**src/hw/rtl/cme_pkg.sv**
```systemverilog
// ----------------------------------------------------------------------------
// cme_pkg
// Shared constants for the character modular exponentiation block:
// control register port index width, register indexes and character width.
// ----------------------------------------------------------------------------
package cme_pkg;

   localparam int CSR_INDEX_WIDTH = 2;

   localparam logic [CSR_INDEX_WIDTH-1:0] CSR_KEY_A = 2'd0;
   localparam logic [CSR_INDEX_WIDTH-1:0] CSR_KEY_B = 2'd1;

   localparam int CHAR_WIDTH = 8;

endpackage

```
**src/hw/rtl/char_modular_exponentiation_top.sv**
```systemverilog
// ----------------------------------------------------------------------------
// char_modular_exponentiation_top
// Exact char_code ^ exponent mod modulus, bit-serial square-and-multiply.
//
// Channels: a command is taken at a clock edge where start is high and busy
// is low; req_char_code is sampled there. The result appears on
// rsp_cipher_value for exactly one cycle with rsp_valid high; the receiver
// cannot stall it. Keys are written through csr_we / csr_index / csr_wdata:
// index 0 is key_a, index 1 is key_b, other indexes are dropped. The smaller
// key is the exponent, the larger the modulus. Write keys only while idle.
// Operation: one modular multiply is a shift-and-add over the multiplier
// bits, one bit per cycle, ending in a retire step. An item is loaded, the
// character is reduced modulo the modulus one bit at a time, then each
// exponent bit, lowest first, takes an exponent-bit step plus one squaring
// and, for a set bit, one more multiply. A modulus below 2 gives 0 and busy
// stays low. Busy drops in the cycle of the result strobe, so the next
// command can be taken at the edge that ends that cycle. Reset returns keys
// to 17 and 3233 and drops any item in flight.
// ----------------------------------------------------------------------------
module char_modular_exponentiation_top #(
   parameter int KEY_WIDTH = 31
) (
   input  logic                                 clock,
   input  logic                                 reset,
   input  logic                                 start,
   output logic                                 busy,
   input  logic [cme_pkg::CHAR_WIDTH-1:0]       req_char_code,
   output logic                                 rsp_valid,
   output logic [KEY_WIDTH-1:0]                 rsp_cipher_value,
   input  logic                                 csr_we,
   input  logic [cme_pkg::CSR_INDEX_WIDTH-1:0]  csr_index,
   input  logic [KEY_WIDTH-1:0]                 csr_wdata
);

   localparam int SW = KEY_WIDTH + 1;
   localparam int CW = $clog2(cme_pkg::CHAR_WIDTH);

   typedef enum logic [2:0] {
      ST_IDLE,
      ST_REDUCE,
      ST_EXPBIT,
      ST_MUL
   } state_type;

   state_type                      state_ff, state_in;
   logic [KEY_WIDTH-1:0]           key_a_ff, key_b_ff;
   logic [KEY_WIDTH-1:0]           exp_ff, exp_in;
   logic [KEY_WIDTH-1:0]           mod_ff, mod_in;
   logic [KEY_WIDTH-1:0]           base_ff, base_in;
   logic [KEY_WIDTH-1:0]           res_ff, res_in;
   logic [KEY_WIDTH-1:0]           mul_a_ff, mul_a_in;
   logic [KEY_WIDTH-1:0]           mul_b_ff, mul_b_in;
   logic [KEY_WIDTH-1:0]           acc_ff, acc_in;
   logic                           to_res_ff, to_res_in;
   logic [CW-1:0]                  cnt_ff, cnt_in;
   logic [cme_pkg::CHAR_WIDTH-1:0] char_ff, char_in;
   logic                           rsp_valid_ff, rsp_valid_in;
   logic [KEY_WIDTH-1:0]           rsp_value_ff, rsp_value_in;

   logic                           key_a_lt;
   logic [KEY_WIDTH-1:0]           sel_exp, sel_mod;
   logic [SW-1:0]                  sum_acc, sum_dbl, sum_red;
   logic [KEY_WIDTH-1:0]           acc_add, a_dbl, red_next;

   assign key_a_lt = key_a_ff < key_b_ff;
   assign sel_exp  = key_a_lt ? key_a_ff : key_b_ff;
   assign sel_mod  = key_a_lt ? key_b_ff : key_a_ff;

   assign sum_acc  = {1'b0, acc_ff} + {1'b0, mul_a_ff};
   assign sum_dbl  = {mul_a_ff, 1'b0};
   assign sum_red  = {acc_ff, char_ff[cnt_ff]};

   assign acc_add  = (sum_acc >= {1'b0, mod_ff}) ?
                     KEY_WIDTH'(sum_acc - {1'b0, mod_ff}) : KEY_WIDTH'(sum_acc);
   assign a_dbl    = (sum_dbl >= {1'b0, mod_ff}) ?
                     KEY_WIDTH'(sum_dbl - {1'b0, mod_ff}) : KEY_WIDTH'(sum_dbl);
   assign red_next = (sum_red >= {1'b0, mod_ff}) ?
                     KEY_WIDTH'(sum_red - {1'b0, mod_ff}) : KEY_WIDTH'(sum_red);

   always_comb begin
      state_in     = state_ff;
      exp_in       = exp_ff;
      mod_in       = mod_ff;
      base_in      = base_ff;
      res_in       = res_ff;
      mul_a_in     = mul_a_ff;
      mul_b_in     = mul_b_ff;
      acc_in       = acc_ff;
      to_res_in    = to_res_ff;
      cnt_in       = cnt_ff;
      char_in      = char_ff;
      rsp_valid_in = 1'b0;
      rsp_value_in = rsp_value_ff;
      case (state_ff)
         ST_IDLE: begin
            if (start) begin
               exp_in  = sel_exp;
               mod_in  = sel_mod;
               char_in = req_char_code;
               acc_in  = '0;
               cnt_in  = CW'(cme_pkg::CHAR_WIDTH - 1);
               if (sel_mod < KEY_WIDTH'(2)) begin
                  rsp_valid_in = 1'b1;
                  rsp_value_in = '0;
               end else begin
                  state_in = ST_REDUCE;
               end
            end
         end
         ST_REDUCE: begin
            acc_in = red_next;
            cnt_in = cnt_ff - CW'(1);
            if (cnt_ff == '0) begin
               base_in  = red_next;
               res_in   = KEY_WIDTH'(1);
               state_in = ST_EXPBIT;
            end
         end
         ST_EXPBIT: begin
            acc_in = '0;
            if (exp_ff == '0) begin
               rsp_valid_in = 1'b1;
               rsp_value_in = res_ff;
               state_in     = ST_IDLE;
            end else if (exp_ff[0]) begin
               mul_a_in  = res_ff;
               mul_b_in  = base_ff;
               to_res_in = 1'b1;
               state_in  = ST_MUL;
            end else begin
               mul_a_in  = base_ff;
               mul_b_in  = base_ff;
               to_res_in = 1'b0;
               state_in  = ST_MUL;
            end
         end
         ST_MUL: begin
            if (mul_b_ff == '0) begin
               if (to_res_ff) begin
                  res_in    = acc_ff;
                  mul_a_in  = base_ff;
                  mul_b_in  = base_ff;
                  acc_in    = '0;
                  to_res_in = 1'b0;
               end else begin
                  base_in  = acc_ff;
                  exp_in   = exp_ff >> 1;
                  state_in = ST_EXPBIT;
               end
            end else begin
               if (mul_b_ff[0]) begin
                  acc_in = acc_add;
               end
               mul_a_in = a_dbl;
               mul_b_in = mul_b_ff >> 1;
            end
         end
         default: begin
            state_in = ST_IDLE;
         end
      endcase
   end

   always_ff @(posedge clock) begin
      if (reset) begin
         state_ff     <= ST_IDLE;
         rsp_valid_ff <= 1'b0;
         key_a_ff     <= KEY_WIDTH'(17);
         key_b_ff     <= KEY_WIDTH'(3233);
      end else begin
         state_ff     <= state_in;
         rsp_valid_ff <= rsp_valid_in;
         if (csr_we && csr_index == cme_pkg::CSR_KEY_A) begin
            key_a_ff <= csr_wdata;
         end
         if (csr_we && csr_index == cme_pkg::CSR_KEY_B) begin
            key_b_ff <= csr_wdata;
         end
      end
   end

   always_ff @(posedge clock) begin
      exp_ff       <= exp_in;
      mod_ff       <= mod_in;
      base_ff      <= base_in;
      res_ff       <= res_in;
      mul_a_ff     <= mul_a_in;
      mul_b_ff     <= mul_b_in;
      acc_ff       <= acc_in;
      to_res_ff    <= to_res_in;
      cnt_ff       <= cnt_in;
      char_ff      <= char_in;
      rsp_value_ff <= rsp_value_in;
   end

   assign busy             = (state_ff != ST_IDLE);
   assign rsp_valid        = rsp_valid_ff;
   assign rsp_cipher_value = rsp_value_ff;

   a_result_in_range: assert property (@(posedge clock) disable iff (reset)
      rsp_valid |-> ((mod_ff < KEY_WIDTH'(2)) ? (rsp_cipher_value == '0)
                                              : (rsp_cipher_value < mod_ff)))
      else $error("result not reduced modulo the modulus");

   a_strobe_idle: assert property (@(posedge clock) disable iff (reset)
      rsp_valid |-> !busy)
      else $error("result strobe while still busy");

   a_accept_progress: assert property (@(posedge clock) disable iff (reset)
      (start && !busy) |=> (busy || rsp_valid))
      else $error("accepted command neither started nor answered");

   a_acc_reduced: assert property (@(posedge clock) disable iff (reset)
      (state_ff == ST_MUL) |-> (acc_ff < mod_ff && mul_a_ff < mod_ff))
      else $error("multiplier operand escaped the modulus");

endmodule

```
**config.mk**
```make
export PLATFORM = sky130hd
export DESIGN_NAME = char_modular_exponentiation_top
export DESIGN_NICKNAME = d
export VERILOG_FILES = /design/src/hw/rtl/cme_pkg.sv /design/src/hw/rtl/char_modular_exponentiation_top.sv
export SDC_FILE = /design/constraint.sdc
export NUM_CORES = 1
export LEC_CHECK = 0
export BUFFER_PORTS_ARGS = -buffer_cell sky130_fd_sc_hd__buf_2
export CORE_MARGIN = 5
export CORE_UTILIZATION = 30
export DETAILED_ROUTE_END_ITERATION = 16
export GPL_TIMING_DRIVEN = 0
export SYNTH_ARGS = -nofsm -noshare
export SYNTH_HDL_FRONTEND = slang
export SYNTH_SLANG_ARGS = --single-unit
```
**constraint.sdc**
```tcl
create_clock -name clock -period 5.68 [get_ports clock]
set_input_delay 1.136 -clock clock [delete_from_list [all_inputs] [get_ports clock]]
set_output_delay 1.136 -clock clock [all_outputs]
set_load 0.02 [all_outputs]
```
==> flow_metrics.py <==
metrics = {
    "sta": {
        "maxSlewViolCount": 0,
        "final-hold-violation-count": 0,
        "timing.fmax_ghz": 0.184,
        "maxSlewHeadroom_pct": 20.8,
        "finClkSkew_ps": 32.5,
        "setup_violations": 0,
        "tightest_slew_ps": 1180,
        "rsz0062_at_grt": "yes",
        "min_period_ps": 5430,
        "fin_crit_sh_pct": 95.5,
    },
    "critical_path": {
        "critPathRequiredTime_ps": 6020,
        "r2r_cells": 19,
        "critPathArrivalTime_ps": 5760,
        "critPathLaunchType": "flip-flop",
        "regToRegStartpoint": "mul_a_ff[1]",
        "r2r_slack_ps": 250,
        "crit_path_end_kind": "flip-flop",
        "reg2reg_to": "acc_ff[15]",
        "critPathKind": "reg2reg",
        "crit_fanout": 6,
    },
    "logic_synthesis": {
        "synth_edf_count": 260,
        "syn-num-nets": 2499,
        "synth-seq-cells": 325,
        "yosysUniqueCellTypes": 89,
        "synth-main-ff-cell": "edfxtp_1",
        "syn_inst": 2289,
        "async_reset_ff_share_pct": 0,
        "synth_area_um2": 21500,
        "synth.avg_cell_area_um2": 9.38,
        "seq_area_frac_synth_pct": 42.4,
        "ys_warn_count": 0,
    },
    "grt": {
        "grt_max_degree": 41,
        "track_usage_pct": 17.1,
        "grt_overflow": 0,
        "grt_pass1_wl_um": 103000,
        "grt_pass1_vias": 17000,
        "antenna_found_initial": 1,
    },
    "layout": {
        "fin_cells": 3395,
        "stdcell_area_um2": 24700,
        "drive_above_1_share_pct": 9.45,
        "n_antenna_cell": 0,
        "area_growth_pct": 14.8,
        "num-nets-final": 2625,
    },
    "clock_network": {
        "path_clk_slew_ps": 70,
        "numClockSinks": 325,
        "insertion_delay_ps": 580,
        "htreeDepth": 2,
        "clockBufferDepth": 3,
        "cts_buffers": 38,
        "clock-root-buffer": "clkbuf_16",
        "cts_tree": "yes",
        "hold_buffers": 0,
    },
    "routing": {
        "dr_total_vias": 17700,
        "first_pass_iters": 5,
        "ant_nets": 0,
        "finalWirelength_um": 68500,
        "drc": 0,
        "avgViaCountPerCell": 5.22,
        "drtIter0Drc": 1523,
        "wl_per_cell_um": 20.2,
    },
    "min_path": {
        "hold_depth": 2,
        "min_to": "key_b_ff[29]",
        "hp-start": "key_b_ff[29]",
        "hold_path_class": "reg2reg",
    },
    "floorplan": {
        "ios": 78,
        "die_area_um2": 77100,
        "core.rowCount": 98,
        "start_util_pct": 30.2,
        "die_w_um": 278,
        "core_um2": 71200,
        "die_h_um": 278,
    },
    "place": {
        "hpwl_um": 54100,
        "gp_congestion": 0.981,
        "place_area_um2": 23300,
        "portBuffers": 77,
        "dp_cells": 3323,
    },
    "job": {
        "cap_violations": 0,
    },
    "run_status": {
        "status": "completed",
    },
}
sequential cells by signal, indices dropped and copies added, names as in the netlist:
name	count
char_ff	8
exp_ff	31
rsp_cipher_value	31
mul_b_ff	31
acc_ff	31
mod_ff	31
state_ff	2
key_b_ff	31
to_res_ff	1
base_ff	31
rsp_valid	1
res_ff	31
cnt_ff	3
key_a_ff	31
mul_a_ff	31
cell type report:
type                       instances  area [um^2]
fill                            7314        46600
multi-input combinational       1759        11700
sequential                       325         9110
tap                              950         1190
clock buffer                      50         1070
timing repair buffer              86          578
buffer                           101          454
inverter                         104          390
clock inverter                    20          225
through the flow:
stage | setup slack (ps) | setup TNS [ps] | hold slack, ps | utilization, %
after floorplan | 1050 | 0 | 462 | -
after global placement | -1330 | -84000 | 479 | 32.4
after global routing | -8.22 | -15.9 | 522 | 34.6
final | 254 | 0 | 491 | 34.6
after CTS | 70.8 | 0 | 491 | 34.5
after detailed placement | -37.6 | -37.6 | 483 | 32.7
timing repair:
action | 4_1_cts | 5_1_grt
buffers inserted | 0 | 2
gates resized for setup | 4 | 11
gates cloned | 0 | 0
endpoints found under the setup margin | 2 | 33
pin swaps | 0 | 1
synthesized netlist by cell type, drive strengths merged (14+ instances only):
library cell / number / area (um^2)
a31oi: 20 / 131
nand3: 28 / 140
o22ai: 16 / 106
o31ai: 17 / 141
nand2: 366 / 1370
a211oi: 17 / 128
buf: 31 / 190
nand4: 36 / 225
and2: 65 / 407
a22oi: 19 / 143
xnor2: 47 / 412
edfxtp: 260 / 7810
nor4: 31 / 194
a21oi: 179 / 911
a21o: 72 / 542
ha: 161 / 2010
o21bai: 14 / 105
mux2i: 80 / 801
clkbuf: 70 / 264
dfxtp: 65 / 1300
nor2: 124 / 475
nor2b: 21 / 131
nor3: 29 / 145
mux2: 18 / 203
o21ai: 175 / 880
inv: 103 / 387
o21a: 23 / 173
xor2: 51 / 447
worst max-delay path by stage:
| stage | start | to | slack, ps | cells past startpoint |
|---|---|---|---|---|
| after floorplan | key_b_ff[8] | rsp_cipher_value[0] | 1050 | 12 |
| after global placement | key_b_ff[8] | rsp_cipher_value[30] | -1330 | 12 |
| after detailed placement | acc_ff[0] | acc_ff[30] | -40 | 16 |
| after CTS | acc_ff[0] | acc_ff[15] | 70 | 20 |
| after global routing | mul_a_ff[0] | acc_ff[5] | -8 | 20 |
| final | mul_a_ff[1] | acc_ff[15] | 250 | 19 |
layout by cell type (no fill, tap or decap), types with 14 or more instances in the layout:
cell | netlist | routed
o22ai_1 | 15 | 15
dfxtp_1 | 65 | 65
nand2_1 | 366 | 366
o21ai_1 | 17 | 19
o21bai_1 | 14 | 14
edfxtp_1 | 260 | 260
o21ai_0 | 157 | 155
a21o_1 | 71 | 71
nand3_1 | 28 | 28
a22oi_1 | 19 | 19
nor3_1 | 29 | 27
a31oi_1 | 19 | 18
xnor2_1 | 47 | 47
mux2_2 | 18 | 18
nor4_1 | 31 | 30
xor2_1 | 51 | 49
clkbuf_1 | 69 | 75
a211oi_1 | 17 | 16
a21oi_1 | 177 | 175
clkbuf_16 | 0 | 41
and2_1 | 65 | 64
buf_2 | 11 | 88
ha_1 | 161 | 161
nand4_1 | 36 | 36
nor2_1 | 122 | 120
nor2b_1 | 21 | 21
mux2i_1 | 80 | 79
o31ai_1 | 16 | 16
inv_1 | 103 | 103
o21a_1 | 23 | 22
cells by family (layout without fill, tap and decap cells):
group	after synthesis	in the layout	synth area share [%]
adders and majority gates	165	165	9.75
muxes	100	100	4.88
AOI/OAI and AO/OA	636	636	18.7
and+or+nand+nor	760	760	16.3
DFF	325	325	42.4
xor gates and xnor gates	98	98	4.00
buffers and inverters	205	361	3.93
worst max-delay path, stage by stage (launching register included):
cell and delay [ps]:
edfxtp_1 510, ha_1 350, a211oi_1 280, o21ai_2 140
o211ai_1 220, a21boi_0 160, o21a_1 210, o21a_1 200
nor2_1 280, ha_1 380, a21oi_1 190, nand2b_1 70
o21ai_1 240, a21boi_2 120, a221o_2 480, a21oi_4 210
a21oi_4 100, o21ai_1 620, o22ai_1 130, a31o_2 240
routing by layer:
layer | GRT usage [%] | vias up | routed length (um)
li1 | - | 8651 | -
met1 | 24.6 | 8390 | 32000
met2 | 26.5 | 621 | 30000
met3 | 3.81 | 69 | 5240
met4 | 3.88 | 2 | 1240
met5 | 0 | - | 16
Power is not shown: default switching activity piles up to over one toggle a cycle in this logic, so the estimate is an artifact.
